[src/hdl/tvms_pkg.sv]
// shared types, constants and helpers of the two-view model score block
package tvms_pkg;

   localparam int PT_W       = 16;
   localparam int COEF_W     = 21;
   localparam int ROW_W      = 63;
   localparam int SCORE_W    = 32;
   localparam int COUNT_W    = 17;
   localparam int CSR_IDX_W  = 3;
   localparam int DEF_MAX_POINTS = 65536;

   // shared multiplier and divider widths
   localparam int MUL_A_W = 40;
   localparam int MUL_B_W = 28;
   localparam int PROD_W  = MUL_A_W + MUL_B_W;
   localparam int DIVD_W  = 64;
   localparam int DIVS_W  = 42;
   localparam int DCNT_W  = $clog2(DIVD_W);

   // error thresholds and gain, unsigned Q.16
   localparam logic [31:0] TH_H  = 32'd392626;
   localparam logic [31:0] TH_F  = 32'd251724;
   localparam logic [18:0] GAMMA = 19'd392626;

   typedef enum logic [CSR_IDX_W-1:0] {
      CSR_MODE  = 3'd0,
      CSR_MROW0 = 3'd1,
      CSR_MROW1 = 3'd2,
      CSR_MROW2 = 3'd3,
      CSR_GROW0 = 3'd4,
      CSR_GROW1 = 3'd5,
      CSR_GROW2 = 3'd6
   } csr_index_type;

   typedef struct packed {
      logic              start;
      logic [DIVD_W-1:0] dividend;
      logic [DIVS_W-1:0] divisor;
   } div_req_type;

   typedef struct packed {
      logic              done;
      logic [DIVD_W-1:0] quotient;
   } div_rsp_type;

   // one signed Q1.19 coefficient out of a packed row
   function automatic logic signed [COEF_W-1:0] coef_of(input logic [ROW_W-1:0] row,
                                                        input logic [1:0] col);
      logic signed [COEF_W-1:0] c;
      unique case (col)
         2'd0:    c = signed'(row[COEF_W-1:0]);
         2'd1:    c = signed'(row[2*COEF_W-1:COEF_W]);
         default: c = signed'(row[3*COEF_W-1:2*COEF_W]);
      endcase
      return c;
   endfunction

endpackage

[src/hdl/tvms_mul.sv]
// shared signed multiplier with registered product
module tvms_mul (
   input  logic                                  clock,
   input  logic signed [tvms_pkg::MUL_A_W-1:0]   op_a,
   input  logic signed [tvms_pkg::MUL_B_W-1:0]   op_b,
   output logic signed [tvms_pkg::PROD_W-1:0]    product
);
   import tvms_pkg::*;

   logic signed [PROD_W-1:0] prod_ff, prod_in;

   assign prod_in = PROD_W'(op_a) * PROD_W'(op_b);
   assign product = prod_ff;

   always_ff @(posedge clock) begin
      prod_ff <= prod_in;
   end

endmodule

[config.mk]
export PLATFORM = sky130hd
export DESIGN_NAME = tvms_mul
export DESIGN_NICKNAME = d
export VERILOG_FILES = /design/src/hdl/tvms_pkg.sv /design/src/hdl/tvms_mul.sv
export SDC_FILE = /design/constraint.sdc
export NUM_CORES = 2
export LEC_CHECK = 0
export CORE_ASPECT_RATIO = 0.7
export CORE_UTILIZATION = 65
export DETAILED_ROUTE_END_ITERATION = 6
export DONT_BUFFER_PORTS = 1
export GPL_TIMING_DRIVEN = 0
export HOLD_SLACK_MARGIN = 0.02
export PLACE_DENSITY = 0.85
export SETUP_SLACK_MARGIN = 0.02
export SYNTH_ARGS = -nofsm -noshare
export SYNTH_HDL_FRONTEND = slang
export SYNTH_SLANG_ARGS = --single-unit
[constraint.sdc]
create_clock -name clock -period 10.4 [get_ports clock]
set_clock_uncertainty 0.05 [all_clocks]
set_input_delay 1.04 -clock clock [delete_from_list [all_inputs] [get_ports clock]]
set_output_delay 1.04 -clock clock [all_outputs]
set_load 0.005 [all_outputs]
Word-level counts from Yosys, hierarchy flattened:

Cells that the tools add are included.
Widths: inputs -> output; s select.

* multiply operators: 1

Operators with widths (number)
* $mul 40x28->68: 1

* output and inout port bits: 68
* input port bits: 69
* word-level logic and storage cells: 2
* register bits after elaboration: 68

Logic depth before layout (Yosys ltp):

* depth after elaboration: 1
* gate-level depth with buffers: 29
* mapped depth without buffers: 26

Worst setup path before layout:

OpenSTA, ideal clock, no wires.

* kind: input to register
* start: in op_a[39] (netlist name)
* end: reg prod_ff[67] (netlist: product[67])
* setup slack: 2059 ps
* arrival time: 8219 ps
* stages on the path: 24
* data required time: 10278 ps
* library setup time: 72 ps
* buffers on the path: 2
* cell sequence: clkbuf_1 -> clkbuf_1 -> nand2_1 -> inv_1 -> fa_1 -> fa_1 -> fa_1 -> fa_1 -> inv_1 -> fa_1 -> inv_1 -> fa_1 -> fa_1 -> ha_1 -> ha_1 -> a21o_1 -> a21o_1 -> a21oi_1 -> o21ai_0 -> a31oi_1 -> o31ai_2 -> a221o_1 -> a21oi_1 -> xnor2_1

* word-level cells in the longest chain between the ends: 1

Ends and longest elaborated chain
* start, declared: line tvms_mul.sv:4 `input logic signed [tvms_pkg::MUL_A_W-1:0] op_a,`
* $mul 40x28->68: line tvms_mul.sv:12 `assign prod_in = PROD_W'(op_a) * PROD_W'(op_b);`
* via prod_in[67]: line tvms_mul.sv:10 `logic signed [PROD_W-1:0] prod_ff, prod_in;`
* end signal, assigned: line tvms_mul.sv:16 `prod_ff <= prod_in;`
* end, declared: line tvms_mul.sv:10

The timed path passes the listed nets, and every way through them passes these cells.

Worst setup path in the final report:

* start: in op_a[16] (netlist name)
* end: reg prod_ff[65] (netlist: product[65])

Same word-level chain as after synthesis.

==> impl_metrics.tcl <==
set metrics [dict create \
    area_growth_pct 3.42 \
    critPathRequiredTime_ps 10630 \
    final_cell_area_mm2 0.0410 \
    fp.dieH_um 209 \
    synth_top_cells_by_count "fa_1, inv_1, nand2_1, and2_1, clkbuf_1" \
    timing.final.crit_share_pct 98.2 \
    routedWlPerCell_um 30.5 \
    routed_wl_mm 156 \
    met3_usage_pct 40.1 \
    synth_seq_cells 68 \
    cp_max_fo 10 \
    dpl_worst_slack_ps -251 \
    clkSlewWorstSetupHoldPaths_ps 60 \
    yosys_warnings 0 \
    cts_tree "done" \
    synth_ff_type "dfxtp_1" \
    register_area_mm2 0.00136 \
    cp-end-kind "flip-flop" \
    synth_edf_count 0 \
    dpl-instance-area_mm2 0.0407 \
    fin_crit_ps 10210 \
    drive_gt1_share_pct 0.767 \
    synthArstFlopShare_pct 0 \
    drt_pass1_iterations 7 \
    setup.worst_path.start_class "input pin" \
    synth.most_common_cell "fa_1" \
    grt_pass1_wl_mm 228 \
    max_freq_ghz 0.0979 \
    numPortBuffers 0 \
    cts_buffers 9 \
    hold_path_class "in2reg" \
    multi_input_area_mm2 0.0334 \
    dieArea_mm2 0.0621 \
    final_nets 5711 \
    synth.top_cells.by_area "fa_1, inv_1, nand2_1" \
    worstMarginPinSlew_ps 1650 \
    critPathKind "in2reg" \
    hold_viol 0 \
    maxCapViolCount 4 \
    start_util_pct 66.0 \
    place_congestion 1.11 \
    synth_seq_area_share_pct 3.43 \
    first_global_vias 33100 \
    fin_hold_ws_ps 1110 \
    detail-route-antenna-nets 0 \
    core_area_mm2 0.0602 \
    drtIter0Drc 4152 \
    slew_headroom_pct -10.1 \
    rsz0062_at_grt "no" \
    grt.busiest_layer "met1" \
    antenna_found_initial 19 \
    viasPerCell 6.21 \
    vias 31800 \
    core.rowCount 75 \
    largest_reg_flops 68 \
    syn_nets 5700 \
    drc_errors 59 \
    status "complete, but fails checks" \
    globalRoute.totalOverflow 0 \
    cts.htree.levels 3 \
    postCtsHoldBufs 0 \
    grt_start_max_net_pins 14 \
    synth_top_area_share_pct 57.3 \
    n_fill_cell 4795 \
    grt.total_usage_pct 52.7 \
    die_w_um 297 \
    cts_max_path_buffers 2 \
    use_met1_pct 70.9 \
    syn_area_mm2 0.0397 \
    violations "DRC, capacitance limit, slew limit" \
    finalWorstSetupSlack_ps 188 \
    drv_slew 44 \
    hpwl_mm 129 \
    cp.arrival_ps 10450 \
    synthCells 4287 \
    synth_area_per_cell_um2 9.26 \
    tritoncts_num_sinks 68 \
    ios 137 \
    synth_area_leader_cell "fa_1" \
    ys_types 59 \
    utilization_pct 68.2 \
    cts_root_buffer "clkbuf_16" \
    setup-violations-final 0 \
    use_met2_pct 64.0 \
]
-- worst max-delay path: stages --
cell,delay (ps)
clkbuf_1,620
clkbuf_1,900
nand2_1,190
fa_1,550
fa_1,510
inv_1,50
fa_1,490
inv_1,50
fa_1,490
fa_1,520
inv_1,50
fa_1,570
inv_1,80
fa_1,510
inv_1,80
ha_1,280
ha_1,270
clkbuf_1,290
nand4_1,250
nor2_1,460
a311oi_1,230
a211oi_1,570
o21ai_2,260
o31ai_2,460
a21boi_1,190
o21ai_0,240
xor2_1,220
-- cell usage in the layout, fill, tap and decap left out, types with 4 or more instances in the layout --
| cell | instances |
|---|---|
| o21bai_1 | 9 |
| nor2_1 | 61 |
| nor2b_1 | 7 |
| dfxtp_1 | 68 |
| clkbuf_16 | 9 |
| nand4_1 | 14 |
| o211ai_1 | 5 |
| a211oi_1 | 5 |
| xnor2_1 | 45 |
| buf_1 | 19 |
| nand3_1 | 12 |
| and3_1 | 4 |
| fa_1 | 1134 |
| a31oi_1 | 6 |
| diode_2 | 13 |
| xor2_1 | 31 |
| ha_1 | 209 |
| nand2_1 | 722 |
| clkbuf_1 | 230 |
| a221oi_1 | 4 |
| o31ai_1 | 5 |
| and2_1 | 418 |
| o21ai_0 | 38 |
| nor3_1 | 11 |
| a21o_1 | 34 |
| nand2b_1 | 12 |
| inv_1 | 1064 |
| a21oi_1 | 67 |
-- path summary, 6_finish.rpt --
| check | start | end | slack, ps | cells past startpoint |
|---|---|---|---|---|
| worst max-delay path | op_a[16] | product[65] | 190 | 27 |
| worst min-delay path | op_b[27] | product[28] | 1110 | 3 |
-- metrics by stage --
stage / setup TNS [ps] / cells
2_1_floorplan: 0 / 4287
3_3_place_gp: -88.9 / 5095
3_5_place_dp: -381 / 5095
4_1_cts: 0 / 5111
5_1_grt: 0 / 5111
6_report: 0 / 5124
-- area by class of cell --
type / count / share of cell area [%]
clock buffer: 10 / 0.582
tap: 808 / 2.46
multi-input combinational: 2902 / 81.3
sequential: 68 / 3.32
inverter: 1064 / 9.73
buffer: 253 / 2.33
antenna: 13 / 0.0793
clock inverter: 6 / 0.174
-- per-layer routing --
layer,up-vias,routed length [um]
li1,12200,-
met3,481,36300
met2,3107,56600
met4,22,6700
met5,-,471
met1,16100,56300
-- repair_timing --
item | in CTS | in global routing
setup buffers | 0 | 0
endpoints found under the setup margin | 0 | 10
resized for setup | 0 | 3
-- logic make-up (layout without fill, tap and decap cells) --
family	after synthesis	in the layout	share of synthesized area (%)
other	0	13	0
xor gates and xnor gates	76	76	1.68
and+or+nand+nor	1272	1272	15.1
AOI/OAI and AO/OA	210	210	3.45
adders and majority gates	1344	1344	63.9
DFF	68	68	3.43
buffers and inverters	1317	1333	12.5
Power is left out: the tool's default activity adds up to more than one toggle a clock period on the data nets, which glitch-free logic cannot reach.
