File: config.mk
export PLATFORM = sky130hd
export DESIGN_NAME = tvms_div
export DESIGN_NICKNAME = d
export VERILOG_FILES = /design/src/hdl/tvms_pkg.sv /design/src/hdl/tvms_div.sv
export SDC_FILE = /design/constraint.sdc
export NUM_CORES = 1
export LEC_CHECK = 0
export BUFFER_PORTS_ARGS = -buffer_cell sky130_fd_sc_hd__buf_2
export CELL_PAD_IN_SITES_DETAIL_PLACEMENT = 0
export CELL_PAD_IN_SITES_GLOBAL_PLACEMENT = 2
export CORE_MARGIN = 10
export CORE_UTILIZATION = 32
export CTS_BUF_LIST = sky130_fd_sc_hd__clkbuf_16
export DETAILED_ROUTE_END_ITERATION = 6
export HOLD_SLACK_MARGIN = 0.06
export PLACE_DENSITY = 0.83
export SYNTH_ARGS = -nofsm -noshare
export SYNTH_HDL_FRONTEND = slang
export SYNTH_SLANG_ARGS = --single-unit
File: constraint.sdc
create_clock -name clock -period 2.53 [get_ports clock]
set_input_delay 0.3795 -clock clock [delete_from_list [all_inputs] [get_ports clock]]
set_output_delay 0.3795 -clock clock [all_outputs]
set_load 0.02 [all_outputs]
File: src/hdl/tvms_pkg.sv
// shared types, constants and helpers of the two-view model score block
package tvms_pkg;

   localparam int PT_W       = 16;
   localparam int COEF_W     = 21;
   localparam int ROW_W      = 63;
   localparam int SCORE_W    = 32;
   localparam int COUNT_W    = 17;
   localparam int CSR_IDX_W  = 3;
   localparam int DEF_MAX_POINTS = 65536;

   // shared multiplier and divider widths
   localparam int MUL_A_W = 40;
   localparam int MUL_B_W = 28;
   localparam int PROD_W  = MUL_A_W + MUL_B_W;
   localparam int DIVD_W  = 64;
   localparam int DIVS_W  = 42;
   localparam int DCNT_W  = $clog2(DIVD_W);

   // error thresholds and gain, unsigned Q.16
   localparam logic [31:0] TH_H  = 32'd392626;
   localparam logic [31:0] TH_F  = 32'd251724;
   localparam logic [18:0] GAMMA = 19'd392626;

   typedef enum logic [CSR_IDX_W-1:0] {
      CSR_MODE  = 3'd0,
      CSR_MROW0 = 3'd1,
      CSR_MROW1 = 3'd2,
      CSR_MROW2 = 3'd3,
      CSR_GROW0 = 3'd4,
      CSR_GROW1 = 3'd5,
      CSR_GROW2 = 3'd6
   } csr_index_type;

   typedef struct packed {
      logic              start;
      logic [DIVD_W-1:0] dividend;
      logic [DIVS_W-1:0] divisor;
   } div_req_type;

   typedef struct packed {
      logic              done;
      logic [DIVD_W-1:0] quotient;
   } div_rsp_type;

   // one signed Q1.19 coefficient out of a packed row
   function automatic logic signed [COEF_W-1:0] coef_of(input logic [ROW_W-1:0] row,
                                                        input logic [1:0] col);
      logic signed [COEF_W-1:0] c;
      unique case (col)
         2'd0:    c = signed'(row[COEF_W-1:0]);
         2'd1:    c = signed'(row[2*COEF_W-1:COEF_W]);
         default: c = signed'(row[3*COEF_W-1:2*COEF_W]);
      endcase
      return c;
   endfunction

endpackage

File: src/hdl/tvms_div.sv
// restoring unsigned divider, one quotient bit per cycle
module tvms_div (
   input  logic                      clock,
   input  logic                      reset,
   input  tvms_pkg::div_req_type     req,
   output tvms_pkg::div_rsp_type     rsp
);
   import tvms_pkg::*;

   logic              busy_ff, busy_in;
   logic              done_ff, done_in;
   logic [DCNT_W-1:0] cnt_ff, cnt_in;
   logic [DIVD_W-1:0] quo_ff, quo_in;
   logic [DIVS_W-1:0] rem_ff, rem_in;
   logic [DIVS_W-1:0] dvs_ff, dvs_in;
   logic [DIVS_W:0]   rem_sh;
   logic [DIVS_W:0]   trial;
   logic              fits;

   assign rem_sh = {rem_ff, quo_ff[DIVD_W-1]};
   assign trial  = rem_sh - {1'b0, dvs_ff};
   assign fits   = rem_sh >= {1'b0, dvs_ff};

   always_comb begin
      busy_in = busy_ff;
      done_in = 1'b0;
      cnt_in  = cnt_ff;
      quo_in  = quo_ff;
      rem_in  = rem_ff;
      dvs_in  = dvs_ff;
      if (req.start) begin
         busy_in = 1'b1;
         cnt_in  = '0;
         quo_in  = req.dividend;
         rem_in  = '0;
         dvs_in  = req.divisor;
      end else if (busy_ff) begin
         rem_in = fits ? trial[DIVS_W-1:0] : rem_sh[DIVS_W-1:0];
         quo_in = {quo_ff[DIVD_W-2:0], fits};
         cnt_in = cnt_ff + 1'b1;
         if (cnt_ff == DCNT_W'(DIVD_W - 1)) begin
            busy_in = 1'b0;
            done_in = 1'b1;
         end
      end
   end

   always_ff @(posedge clock) begin
      if (reset) begin
         busy_ff <= 1'b0;
         done_ff <= 1'b0;
      end else begin
         busy_ff <= busy_in;
         done_ff <= done_in;
      end
      cnt_ff <= cnt_in;
      quo_ff <= quo_in;
      rem_ff <= rem_in;
      dvs_ff <= dvs_in;
   end

   assign rsp.done     = done_ff;
   assign rsp.quotient = quo_ff;

endmodule

Word level (Yosys, flattened, before mapping) --
Index checks and enable logic that the tools add are counted.
Storage, ports and cells: register bits 156, bits in latches 0, bits in writable memories 0, ROM bits 0, input port bits 109, output and inout bits 65, memories 0
Operators by class: $add $sub $neg 2, multiply operators 0, div/mod/pow operators 0, magnitude comparators 1, equality and inequality tests 1, shift-type cells 0, mux-type cells 7, bitwise gates (word level) 1, reductions and logical operators 2
Operators with widths (count):
- $mux W64 | 2
- $ge A43 B42 Y1 | 1
- $mux W42 | 1
- $sub A42 B42 Y42 | 1
- $add A6 B1 Y6 const B | 1
- $eq A6 B6 Y1 const B | 1
- $mux W1 | 4
- $reduce_or A3 Y1 | 1
- $reduce_bool A2 Y1 | 1
- $not A1 Y1 | 1

Depth between registers and ports, before layout --
Gate-level depths: netlist of run 1.
depth in word-level cells 4, mapped depth 13

Worst setup path after synthesis of run 1 --
OpenSTA, ideal clock, no wires.
path kind register -> register, from register quo_ff[63], to register rem_ff[36], setup time 0.079 ns, arrival time 2.858 ns, data required time 2.451 ns, slack -0.407 ns, stages on the path, launching flop included 14, period minus slack after synthesis 2.937 ns, cells stage by stage edfxtp_1 > inv_1 > ha_1 > inv_1 > fa_1 > a21o_1 > a31oi_1 > o21ai_1 > o2111ai_1 > o211ai_1 > a21oi_1 > nand3b_1 > mux2_2 > o211ai_1
Between the ends: word-level cells in the longest chain between the ends 2, elaborated cells on any way between the ends 3
Ends and longest elaborated chain:
- start, declared | RTL line tvms_div.sv:13 | logic [DIVD_W-1:0] quo_ff, quo_in;
- start signal, assigned | RTL line tvms_div.sv:57 | quo_ff <= quo_in;
- $sub A42 B42 Y42 / $ge A43 B42 Y1 (equally long branches) | RTL line tvms_div.sv:21, tvms_div.sv:22
- $mux W42 * | RTL line tvms_div.sv:38 | rem_in = fits ? trial[DIVS_W-1:0] : rem_sh[DIVS_W-1:0];
- end signal, assigned | RTL line tvms_div.sv:58 | rem_ff <= rem_in;
- end, declared | RTL line tvms_div.sv:14 | logic [DIVS_W-1:0] rem_ff, rem_in;
Every way passes the cells marked *; elsewhere a longest branch is shown, timed or not. A chain may end at the register's enable or synchronous reset.

Final worst setup path of run 1 --
from register dvs_ff[6], to register quo_ff[0] (data pin)
Between the ends: word-level cells in the longest chain between the ends 3
Ends and longest elaborated chain:
- start, declared | RTL line tvms_div.sv:15 | logic [DIVS_W-1:0] dvs_ff, dvs_in;
- start signal, assigned | RTL line tvms_div.sv:59 | dvs_ff <= dvs_in;
- $ge A43 B42 Y1 | RTL line tvms_div.sv:22 | assign fits = rem_sh >= {1'b0, dvs_ff};
- $mux W64 | RTL line tvms_div.sv:37 | end else if (busy_ff) begin
- $mux W64 | RTL line tvms_div.sv:31 | if (req.start) begin
- named net quo_in[0] | RTL line tvms_div.sv:13
The timed path passes the listed nets, and every way through them passes these cells. The select of a mux whose other input is x is not followed.

==> impl_metrics.env, run 1 <==
export IMPL_timing_hold_ws_ns=0.114
export IMPL_path_clk_slew_ns=0.07
export IMPL_drive_gt1_frac=0.502
export IMPL_clk_latency_ns=0.43
export IMPL_grt_start_max_net_pins=65
export IMPL_timing_max_cap_violations=0
export IMPL_path_cells="inv_2 -> ha_4 -> buf_6 -> a21o_1 -> buf_6 -> o41ai_4 -> o41ai_4 -> nor2_4 -> o21ai_4 -> buf_4 -> buf_12 -> buf_16 -> buf_6 -> mux2_4"
export IMPL_cts_buffers=17
export IMPL_gp_congestion=0.829
export IMPL_tritoncts="done"
export IMPL_numClockSinks=156
export IMPL_finalClockSkew_ns=0.0194
export IMPL_die_w_um=184
export IMPL_nFillCells=2440
export IMPL_die_h_um=184
export IMPL_clockRootBuffer="clkbuf_16"
export IMPL_hold_violations=0
export IMPL_rsz0062_at_grt="yes"
export IMPL_wl_per_cell_um=17.9
export IMPL_endpoint_kind="register"
export IMPL_crit_start="dvs_ff[6]"
export IMPL_hold_buffers=0
export IMPL_pin_count=174
export IMPL_r2r_cells=14
export IMPL_synth_seq_cells=156
export IMPL_status="finished, violations left"
export IMPL_grt_pass1_wl_mm=43.9
export IMPL_synth_edf_count=106
export IMPL_required_ns=2.71
export IMPL_avgSynthCellArea_um2=10.2
export IMPL_slew_violations=0
export IMPL_num_vias=7743
export IMPL_critPathKind="reg -> reg"
export IMPL_slew_headroom=0.642
export IMPL_cp_start_kind="register"
export IMPL_die_area_um2=34000
export IMPL_syn_num_nets=999
export IMPL_gr_usage_all_layers=0.163
export IMPL_yosys_cell_types_count=55
export IMPL_antenna_found_initial=6
export IMPL_io_buffers=173
export IMPL_vdd_ir_drop_max_uv=391
export IMPL_synth_seq_area_share=0.484
export IMPL_grt_pass1_vias=8225
export IMPL_yosysWarnings=0
export IMPL_first_pass_iters=5
export IMPL_drc=0
export IMPL_clockBufferDepth=2
export IMPL_area_growth_pct=50.9
export IMPL_initial_core_util=0.323
export IMPL_routed_wl_mm=28.3
export IMPL_synth_async_sr_flop_share=0
export IMPL_cpMaxStageDelayCell="edfxtp_1"
export IMPL_cp_max_fo=5
export IMPL_seqCellArea_um2=4190
export IMPL_fin_crit_sh=1.15
export IMPL_netlist_area_um2=8650
export IMPL_core_area_um2=26800
export IMPL_power_density_nw_per_um2=665
export IMPL_crit_top_cell="buf_6"
export IMPL_h_tree_depth=4
export IMPL_slowest_delay_ns=0.39
export IMPL_whs_path_depth=1
export IMPL_ys_flop_type="edfxtp_1"
export IMPL_arrival_ns=3.08
export IMPL_finalNetCount=1372
export IMPL_violations="negative setup slack"
export IMPL_worstMarginPinSlew_ns=0.538
export IMPL_rows=60
export IMPL_dpl_hpwl_mm=20.7
export IMPL_worstHoldStart="req[35]"
export IMPL_syn_inst=846
export IMPL_viasPerCell=4.92
export IMPL_setup_ws_ns=-0.367
export IMPL_p_leak_nw=5.68
export IMPL_ant_nets=0
export IMPL_finalSetupViolations=43
export IMPL_fmaxAchievable_mhz=345
export IMPL_drt_iter0_markers=364
export IMPL_multiInputGateArea_um2=4730
export IMPL_grt_overflow=0
export IMPL_r2r_start="dvs_ff[6]"
export IMPL_hold_path_class="in -> reg"
export IMPL_period_needed_ns=2.90
export IMPL_tns_ns=-12.20
## worst paths after layout
| check | slack, ns | end |
|---|---|---|
| setup / recovery | -0.37 | quo_ff[0] |
| hold / removal | 0.11 | dvs_ff[35] |
| setup reg to reg | -0.37 | quo_ff[0] |
| hold reg to reg | 0.50 | cnt_ff[5] |
## kinds of logic after synthesis
| family | share of synthesized area |
|---|---|
| mux | 0.0930 |
| compound gates | 0.156 |
| fa+ha+maj | 0.0645 |
| buf+inv | 0.0480 |
| flops | 0.484 |
| simple gates | 0.118 |
| xor+xnor | 0.0364 |
## through the flow
stage	power (mW)	setup slack, ns	cells	util	area [µm²]
after floorplan	4.41	-0.231	846	-	8700
after global placement	5.45	-0.463	1507	0.422	11300
after detailed placement	5.46	-0.542	1507	0.422	11300
after CTS	8.65	-0.382	1566	0.476	12800
after global routing	9.11	-0.495	1574	0.487	13100
final	8.69	-0.367	1575	0.487	13100
## sequential cells by signal, summed over array words and instances, names as in the netlist
register  count
done_ff       1
dvs_ff       42
cnt_ff        6
rem_ff       42
quo_ff       64
busy_ff       1
## Yosys cell counts, types with 4 or more instances
cell type	count	area, µm²
o21a_1	7	52.6
nand3_1	16	80.1
o21bai_1	10	75.1
nor2_1	57	214
a311oi_1	24	210
o211ai_1	11	82.6
xor2_1	18	158
nand2_1	100	375
nand4_1	11	68.8
ha_1	43	538
dfxtp_1	50	1000
mux2_2	67	754
a21oi_1	59	295
a21o_1	12	90.1
buf_2	7	35.0
xnor2_1	18	158
nor4_1	4	25.0
inv_1	57	214
clkbuf_1	34	128
or3_1	6	37.5
o21ai_0	30	150
nor2b_1	8	50.1
a211oi_1	8	60.1
mux2i_1	5	50.1
a31oi_1	16	100
and2_1	4	25.0
and3_1	7	43.8
edfxtp_1	106	3180
nor3_1	10	50.1
## worst max-delay path, delay by kind of cell, from the launching register on
family | cells | cell delay, ns
adder cells (fa/ha/maj) | 1 | 0.21
buffers and inverters | 7 | 0.82
multiplexers | 1 | 0.25
AND/OR/NAND/NOR | 1 | 0.18
AO/OA/AOI/OAI | 4 | 0.81
flip-flops | 1 | 0.39
## where the power goes
group	total, mW	switching [mW]	internal [mW]
combinational	2.87	1.42	1.45
sequential	3.12	0.133	2.99
clock	2.69	1.20	1.49
## timing repair
action	in CTS	in global routing
endpoints found under the hold margin	0	0
setup buffers	23	8
cloned	5	0
gates resized for setup	101	57
setup endpoints to repair	43	43
pin swaps	54	28
## layout make-up
| type | count | share of cell area |
|---|---|---|
| antenna | 3 | 0.000575 |
| clock buffer | 17 | 0.0326 |
| clock inverter | 14 | 0.0135 |
| inverter | 57 | 0.0164 |
| multi-input combinational | 586 | 0.362 |
| sequential | 156 | 0.321 |
| tap | 341 | 0.0327 |
| timing repair buffer | 401 | 0.221 |
## per-layer routing
metal	wire length (µm)	vias up	track usage	part of all wire
met3	2450	25	0.0683	0.087
met2	13200	213	0.271	0.47
met5	38	-	0	0.0013
met1	12200	3653	0.192	0.43
met4	392	6	0.0377	0.014
li1	-	3846	-	-
## cell usage in the layout, fill, tap and decap left out, types with 14 or more instances in the layout
| master | count |
|---|---|
| o21ai_0 | 20 |
| a31oi_1 | 14 |
| dfxtp_1 | 49 |
| ha_4 | 14 |
| nand2_2 | 21 |
| inv_1 | 50 |
| nand2_1 | 76 |
| clkbuf_16 | 17 |
| xnor2_1 | 17 |
| buf_2 | 172 |
| nor2_1 | 54 |
| edfxtp_1 | 106 |
| buf_4 | 197 |
| xor2_1 | 18 |
| ha_1 | 28 |
| mux2_2 | 65 |
| a21oi_1 | 43 |
(Power assumes the default switching activity.)
==> inputs of run 2 (changes only) <==
- ABC_AREA: not set -> 1
- BUFFER_PORTS_ARGS: -buffer_cell sky130_fd_sc_hd__buf_2 -> not set
- CORE_UTILIZATION: 32 -> 33
- DONT_BUFFER_PORTS: not set -> 1
- RECOVER_POWER: not set -> 50
==> run 2 against run 1 <==
Compared with the run above:
- the flow now finishes without violations
- fmax grew 22%
- global-route usage shrank 0.52 points
- worst setup slack gained 0.53 ns
- clock skew grew 0.0042 ns
- critical path depth is the same
- hold slack lost 0.023 ns
- sequential power grew 2%
- synthesized cell count grew 66%
- final cell count grew 18%
- first-iteration DRC count grew 17%
==> impl_metrics.env, run 2 <==
export IMPL_worstMarginPinSlew_ns=1.31
export IMPL_numClockSinks=156
export IMPL_fin_area_um2=11500
export IMPL_avgSynthCellArea_um2=7.12
export IMPL_synth_common_cells="nand2_1, inv_1, edfxtp_1"
export IMPL_drive_gt1_frac=0.0726
export IMPL_power_total_mw=6.46
export IMPL_grt_overflow=0
export IMPL_cts_buffers=17
export IMPL_antenna_found_initial=0
export IMPL_clockBufferDepth=2
export IMPL_viasPerCell=4.59
export IMPL_area_growth_pct=15.3
export IMPL_netlist_area_leader_share=0.319
export IMPL_fin_crit_sh=0.935
export IMPL_initial_core_util=0.336
export IMPL_layout_commonest_cell="nand2_1"
export IMPL_synth_seq_cells=156
export IMPL_place_inst=1771
export IMPL_top_regs="quo_ff (64), dvs_ff (42), rem_ff (42)"
export IMPL_ys_flop_type="edfxtp_1"
export IMPL_synth_edf_count=106
export IMPL_fmaxAchievable_mhz=423
export IMPL_critPathKind="reg -> reg"
export IMPL_clk_latency_ns=0.45
export IMPL_r2r_cells=14
export IMPL_grt_pass1_wl_mm=47.8
export IMPL_dpl_hpwl_mm=22.6
export IMPL_die_w_um=194
export IMPL_gp_congestion=0.876
export IMPL_synth_async_sr_flop_share=0
export IMPL_finalSetupViolations=0
export IMPL_syn_num_nets=1555
export IMPL_r2r_end="rem_ff[33]"
export IMPL_antenna_cells=0
export IMPL_rows=63
export IMPL_cp_start_kind="register"
export IMPL_synthTopCellsByArea="edfxtp_1, nand2_1, dfxtp_1"
export IMPL_synth_seq_area_share=0.419
export IMPL_r2r_start="rem_ff[23]"
export IMPL_tns_ns=0
export IMPL_hold_violations=0
export IMPL_period_needed_ns=2.37
export IMPL_largest_register_ff_count=64
export IMPL_tritoncts="done"
export IMPL_whs_path_depth=0
export IMPL_stdcell_count=1851
export IMPL_path_clk_slew_ns=0.08
export IMPL_rsz0062_at_grt="yes"
export IMPL_drt_iter0_markers=426
export IMPL_nFillCells=3180
export IMPL_h_tree_depth=4
export IMPL_endpoint_kind="register"
export IMPL_yosys_cell_types_count=40
export IMPL_finalNetCount=1601
export IMPL_finalClockSkew_ns=0.0236
export IMPL_first_pass_iters=5
export IMPL_synth_largest_area_cell="edfxtp_1"
export IMPL_arrival_ns=2.70
export IMPL_routed_wl_mm=30.3
export IMPL_r2r_slack_ns=0.16
export IMPL_required_ns=2.86
export IMPL_pin_count=174
export IMPL_clockRootBuffer="clkbuf_16"
export IMPL_power_density_nw_per_um2=561
export IMPL_slew_headroom=0.125
export IMPL_status="completed"
export IMPL_grt_pass1_vias=8698
export IMPL_timing_max_cap_violations=0
export IMPL_regMostFlops="quo_ff"
export IMPL_syn_inst=1402
export IMPL_hold_path_end="dvs_ff[14]"
export IMPL_vdd_ir_drop_max_uv=435
export IMPL_grt_start_max_net_pins=90
export IMPL_die_area_um2=37600
export IMPL_worstHoldStart="req[106]"
export IMPL_synth_most_common_cell="nand2_1"
export IMPL_core_area_um2=29700
export IMPL_wl_per_cell_um=16.4
export IMPL_num_vias=8492
export IMPL_ant_nets=0
export IMPL_hold_path_class="in -> reg"
export IMPL_gr_usage_all_layers=0.158
export IMPL_placed_area_um2=10400
export IMPL_io_buffers=0
export IMPL_drc=0
export IMPL_p_leak_nw=5.80
export IMPL_cp_max_fo=44
export IMPL_final_cell_mix="nand2_1, inv_1, edfxtp_1"
export IMPL_die_h_um=194
export IMPL_slew_violations=0
export IMPL_netlist_area_um2=9980
export IMPL_yosysWarnings=0
run 2: what timing repair did:
| action | in CTS | in global routing |
|---|---|---|
| hold buffers | 45 | 1 |
| resized for setup | 0 | 8 |
| setup endpoints to repair | 0 | 10 |
| endpoints found under the hold margin | 57 | 1 |
| setup buffers | 0 | 2 |
run 2: area by class of cell:
type / instances / area, µm² / area share
Timing Repair Buffer: 62 / 607 / 0.0527
Clock buffer: 17 / 425 / 0.0370
Tap cell: 390 / 488 / 0.0424
Inverter: 231 / 868 / 0.0755
Sequential cell: 156 / 4180 / 0.364
Multi-Input combinational cell: 980 / 4740 / 0.412
Clock inverter: 15 / 195 / 0.0170
run 2: routing by layer:
layer	wire (µm)	track usage	part of all wire	vias to the layer above
met1	14300	0.203	0.47	3850
li1	-	-	-	4426
met4	303	0.0338	0.010	0
met2	13700	0.254	0.45	199
met5	0	0	0	-
met3	2050	0.0510	0.068	17
run 2: critical path: stages (launching register included):
cell and delay [ns]:
dfxtp_1 0.36, ha_1 0.39, nand2_1 0.09, nand2_1 0.11
a21oi_2 0.19, nand2_1 0.13, a21oi_2 0.16, nand2_2 0.10
nand2_4 0.11, buf_12 0.27, nand3_1 0.11, nand2_1 0.07
inv_1 0.06, nand2_1 0.05, nand2_1 0.06
run 2: where the power goes:
part	internal [mW]	switching [mW]	total (mW)
sequential	2.93	0.237	3.17
clock	1.35	1.33	2.68
combinational	0.225	0.386	0.610
run 2: cells by family (layout without fill, tap and decap cells):
family	Yosys count	after routing	synth area share
xor gates and xnor gates	23	23	0.0202
and+or+nand+nor	850	850	0.362
DFF	156	156	0.419
adders and majority gates	44	44	0.0559
buffers and inverters	266	325	0.108
AOI/OAI and AO/OA	63	63	0.0349
run 2: metrics by stage:
step | setup slack [ns] | hold slack [ns] | utilization
global route | -0.00813 | 0.0621 | 0.387
global placement | 0.145 | 0.460 | 0.350
finish | 0.165 | 0.0911 | 0.387
detailed placement | 0.106 | 0.462 | 0.350
CTS | 0.0856 | 0.0647 | 0.386
floorplan | 0.229 | 0.444 | -
run 2: worst max path at each step:
stage	slack, ns	to	from
finish	0.16	rem_ff[33]	rem_ff[23]
global route	-0.008	rem_ff[15]	dvs_ff[18]
CTS	0.09	rem_ff[32]	quo_ff[63]
detailed placement	0.11	rem_ff[36]	quo_ff[63]
global placement	0.15	rem_ff[33]	dvs_ff[7]
floorplan	0.23	quo_ff[0]	req[106]
==> inputs of run 3 (changes only) <==
- CORE_ASPECT_RATIO: not set -> 1.25
==> run 3 against run 2 <==
Compared with the run above:
- worst setup slack gained 0.012 ns
- core utilization is 0.49 points higher
- critical endpoint is now rem_ff[20]
- non-clock buffer count increased by 21
- register-to-register slack barely moved
- the run now ends with max-capacitance violations, max-slew violations left
- first-iteration DRC count shrank 12%
- combinational power is 3.8% higher
- clock power up 6%
- clock skew is 0.014 ns lower
- sequential share of layout area is 0.72 points lower
- largest power group unchanged
- die area up 0.12%
- total power is 2.8% higher
==> impl_metrics.env, run 3 (same netlist as run 2, synthesis figures left out) <==
export IMPL_ant_nets=0
export IMPL_violations="max-capacitance violations, max-slew violations"
export IMPL_r2r_start="dvs_ff[8]"
export IMPL_critical_path_buf_inv_count=3
export IMPL_critPathKind="reg -> reg"
export IMPL_pin_count=174
export IMPL_finalClockSkew_ns=0.00913
export IMPL_grt_pass1_vias=8880
export IMPL_slew_violations=30
export IMPL_fin_crit_sh=0.930
export IMPL_dpl_hpwl_mm=23.1
export IMPL_period_needed_ns=2.35
export IMPL_tns_ns=0
export IMPL_area_growth_pct=17.7
export IMPL_crit_start="dvs_ff[8]"
export IMPL_cp_max_fo=26
export IMPL_required_ns=2.86
export IMPL_vdd_ir_drop_max_uv=398
export IMPL_gp_congestion=0.880
export IMPL_die_w_um=176
export IMPL_slowest_delay_ns=0.36
export IMPL_place_inst=1800
export IMPL_path_cells="inv_1 -> ha_2 -> nand2_1 -> inv_2 -> nand2_1 -> nor2_1 -> nand2_1 -> nand3_2 -> nand2_1 -> nand2_2 -> nand2_8 -> nand2_8 -> buf_12 -> nand2_1 -> nand3_1 -> nand2_1"
export IMPL_cp_start_kind="register"
export IMPL_antenna_found_initial=0
export IMPL_grt_pass1_wl_mm=48.3
export IMPL_drive_gt1_frac=0.0843
export IMPL_core_area_um2=29900
export IMPL_clockRootBuffer="clkbuf_16"
export IMPL_numClockSinks=156
export IMPL_slew_headroom=-0.291
export IMPL_num_vias=8488
export IMPL_path_clk_slew_ns=0.07
export IMPL_hold_violations=0
export IMPL_h_tree_depth=4
export IMPL_die_area_um2=37600
export IMPL_io_buffers=0
export IMPL_drc=0
export IMPL_nFillCells=3234
export IMPL_grt_start_max_net_pins=81
export IMPL_gr_usage_all_layers=0.162
export IMPL_finalNetCount=1622
export IMPL_cpLargestDelayFamily="simple AND/OR/NAND/NOR gates"
export IMPL_worstMarginPinSlew_ns=1.94
export IMPL_wl_per_cell_um=15.9
export IMPL_fmaxAchievable_mhz=425
export IMPL_clockBufferDepth=2
export IMPL_worstHoldStart="reset"
export IMPL_finalSetupViolations=0
export IMPL_clk_latency_ns=0.45
export IMPL_first_pass_iters=5
export IMPL_regMostFlops="quo_ff"
export IMPL_layout_commonest_cell="nand2_1"
export IMPL_drt_iter0_markers=374
export IMPL_viasPerCell=4.51
export IMPL_endpoint_kind="register"
export IMPL_timing_max_cap_violations=1
export IMPL_top_regs="quo_ff (64), dvs_ff (42), rem_ff (42)"
export IMPL_final_cell_mix="nand2_1, inv_1, edfxtp_1"
export IMPL_hold_path_class="in -> reg"
export IMPL_cpMaxStageDelayCell="ha_2"
export IMPL_crit_top_cell="nand2_1"
export IMPL_p_leak_nw=5.92
export IMPL_initial_core_util=0.333
export IMPL_arrival_ns=2.69
export IMPL_stdcell_count=1883
export IMPL_tritoncts="done"
export IMPL_die_h_um=214
export IMPL_antenna_cells=0
export IMPL_largest_register_ff_count=64
export IMPL_grt_overflow=0
export IMPL_power_density_nw_per_um2=565
export IMPL_routed_wl_mm=30.0
export IMPL_cts_buffers=17
export IMPL_status="finished, violations left"
export IMPL_rows=71
## run 3: cell count changes in the layout (fill, tap and decap cells not counted), moves of 3 or more
cell,previous run,this run
clkinv_4,1,4
bufinv_16,0,4
clkinv_8,7,0
buf_4,12,29
buf_12,2,5
## run 3: through the flow
step                setup slack [ns]  hold slack, ns   util  power [mW]  cell area [µm²]
floorplan                      0.229           0.444      -        3.60             9980
global placement              0.0687           0.456  0.353        3.79            10600
detailed placement            0.0588           0.460  0.353        3.79            10600
CTS                           0.0399          0.0661  0.390        6.74            11700
global route                -0.00324          0.0897  0.392        6.93            11700
finish                         0.177          0.0952  0.392        6.64            11700
## run 3: worst reg2reg max path, cell delays in order (launching register included)
cell      delay [ns]
edfxtp_1        0.34
inv_1           0.05
ha_2            0.36
nand2_1         0.12
inv_2           0.08
nand2_1         0.06
nor2_1          0.10
nand2_1         0.09
nand3_2         0.10
nand2_1         0.09
nand2_2         0.13
nand2_8         0.13
nand2_8         0.11
buf_12          0.18
nand2_1         0.13
nand3_1         0.08
nand2_1         0.08
## run 3: routing by layer
layer / global-route usage / wire (µm) / vias up / share of wire
met5: 0 / 0 / - / 0
met4: 0.0498 / 480 / 0 / 0.016
met3: 0.0504 / 1870 / 28 / 0.062
met2: 0.287 / 15100 / 178 / 0.50
met1: 0.182 / 12600 / 3812 / 0.42
li1: - / - / 4470 / -
## run 3: area by class of cell
cell class | count | area, µm² | area share
clock buffers | 17 | 425 | 0.0362
clock inverters | 15 | 213 | 0.0181
inverters | 231 | 868 | 0.0740
multi-input cells | 980 | 4750 | 0.405
flip-flops and latches | 156 | 4180 | 0.356
well taps | 401 | 502 | 0.0427
repair buffers | 83 | 792 | 0.0675
## run 3: final timing paths
kind	end	slack, ns	cells after the start
worst min register to register	rem_ff[32]	0.47	2
worst max-delay path	rem_ff[20]	0.18	16
worst min-delay path	busy_ff	0.1	3
worst max register to register	rem_ff[20]	0.18	16
## run 3: what timing repair did
action	4_1_cts	5_1_grt
setup buffers	0	5
resized for setup	0	10
endpoints found under the hold margin	72	0
hold buffers	46	0
endpoints found under the setup margin	0	31
## run 3: where the power goes
group          switching, mW  internal (mW)  total [mW]
combinational          0.392          0.241       0.633
clock                   1.16           1.67        2.84
sequential             0.235           2.93        3.17
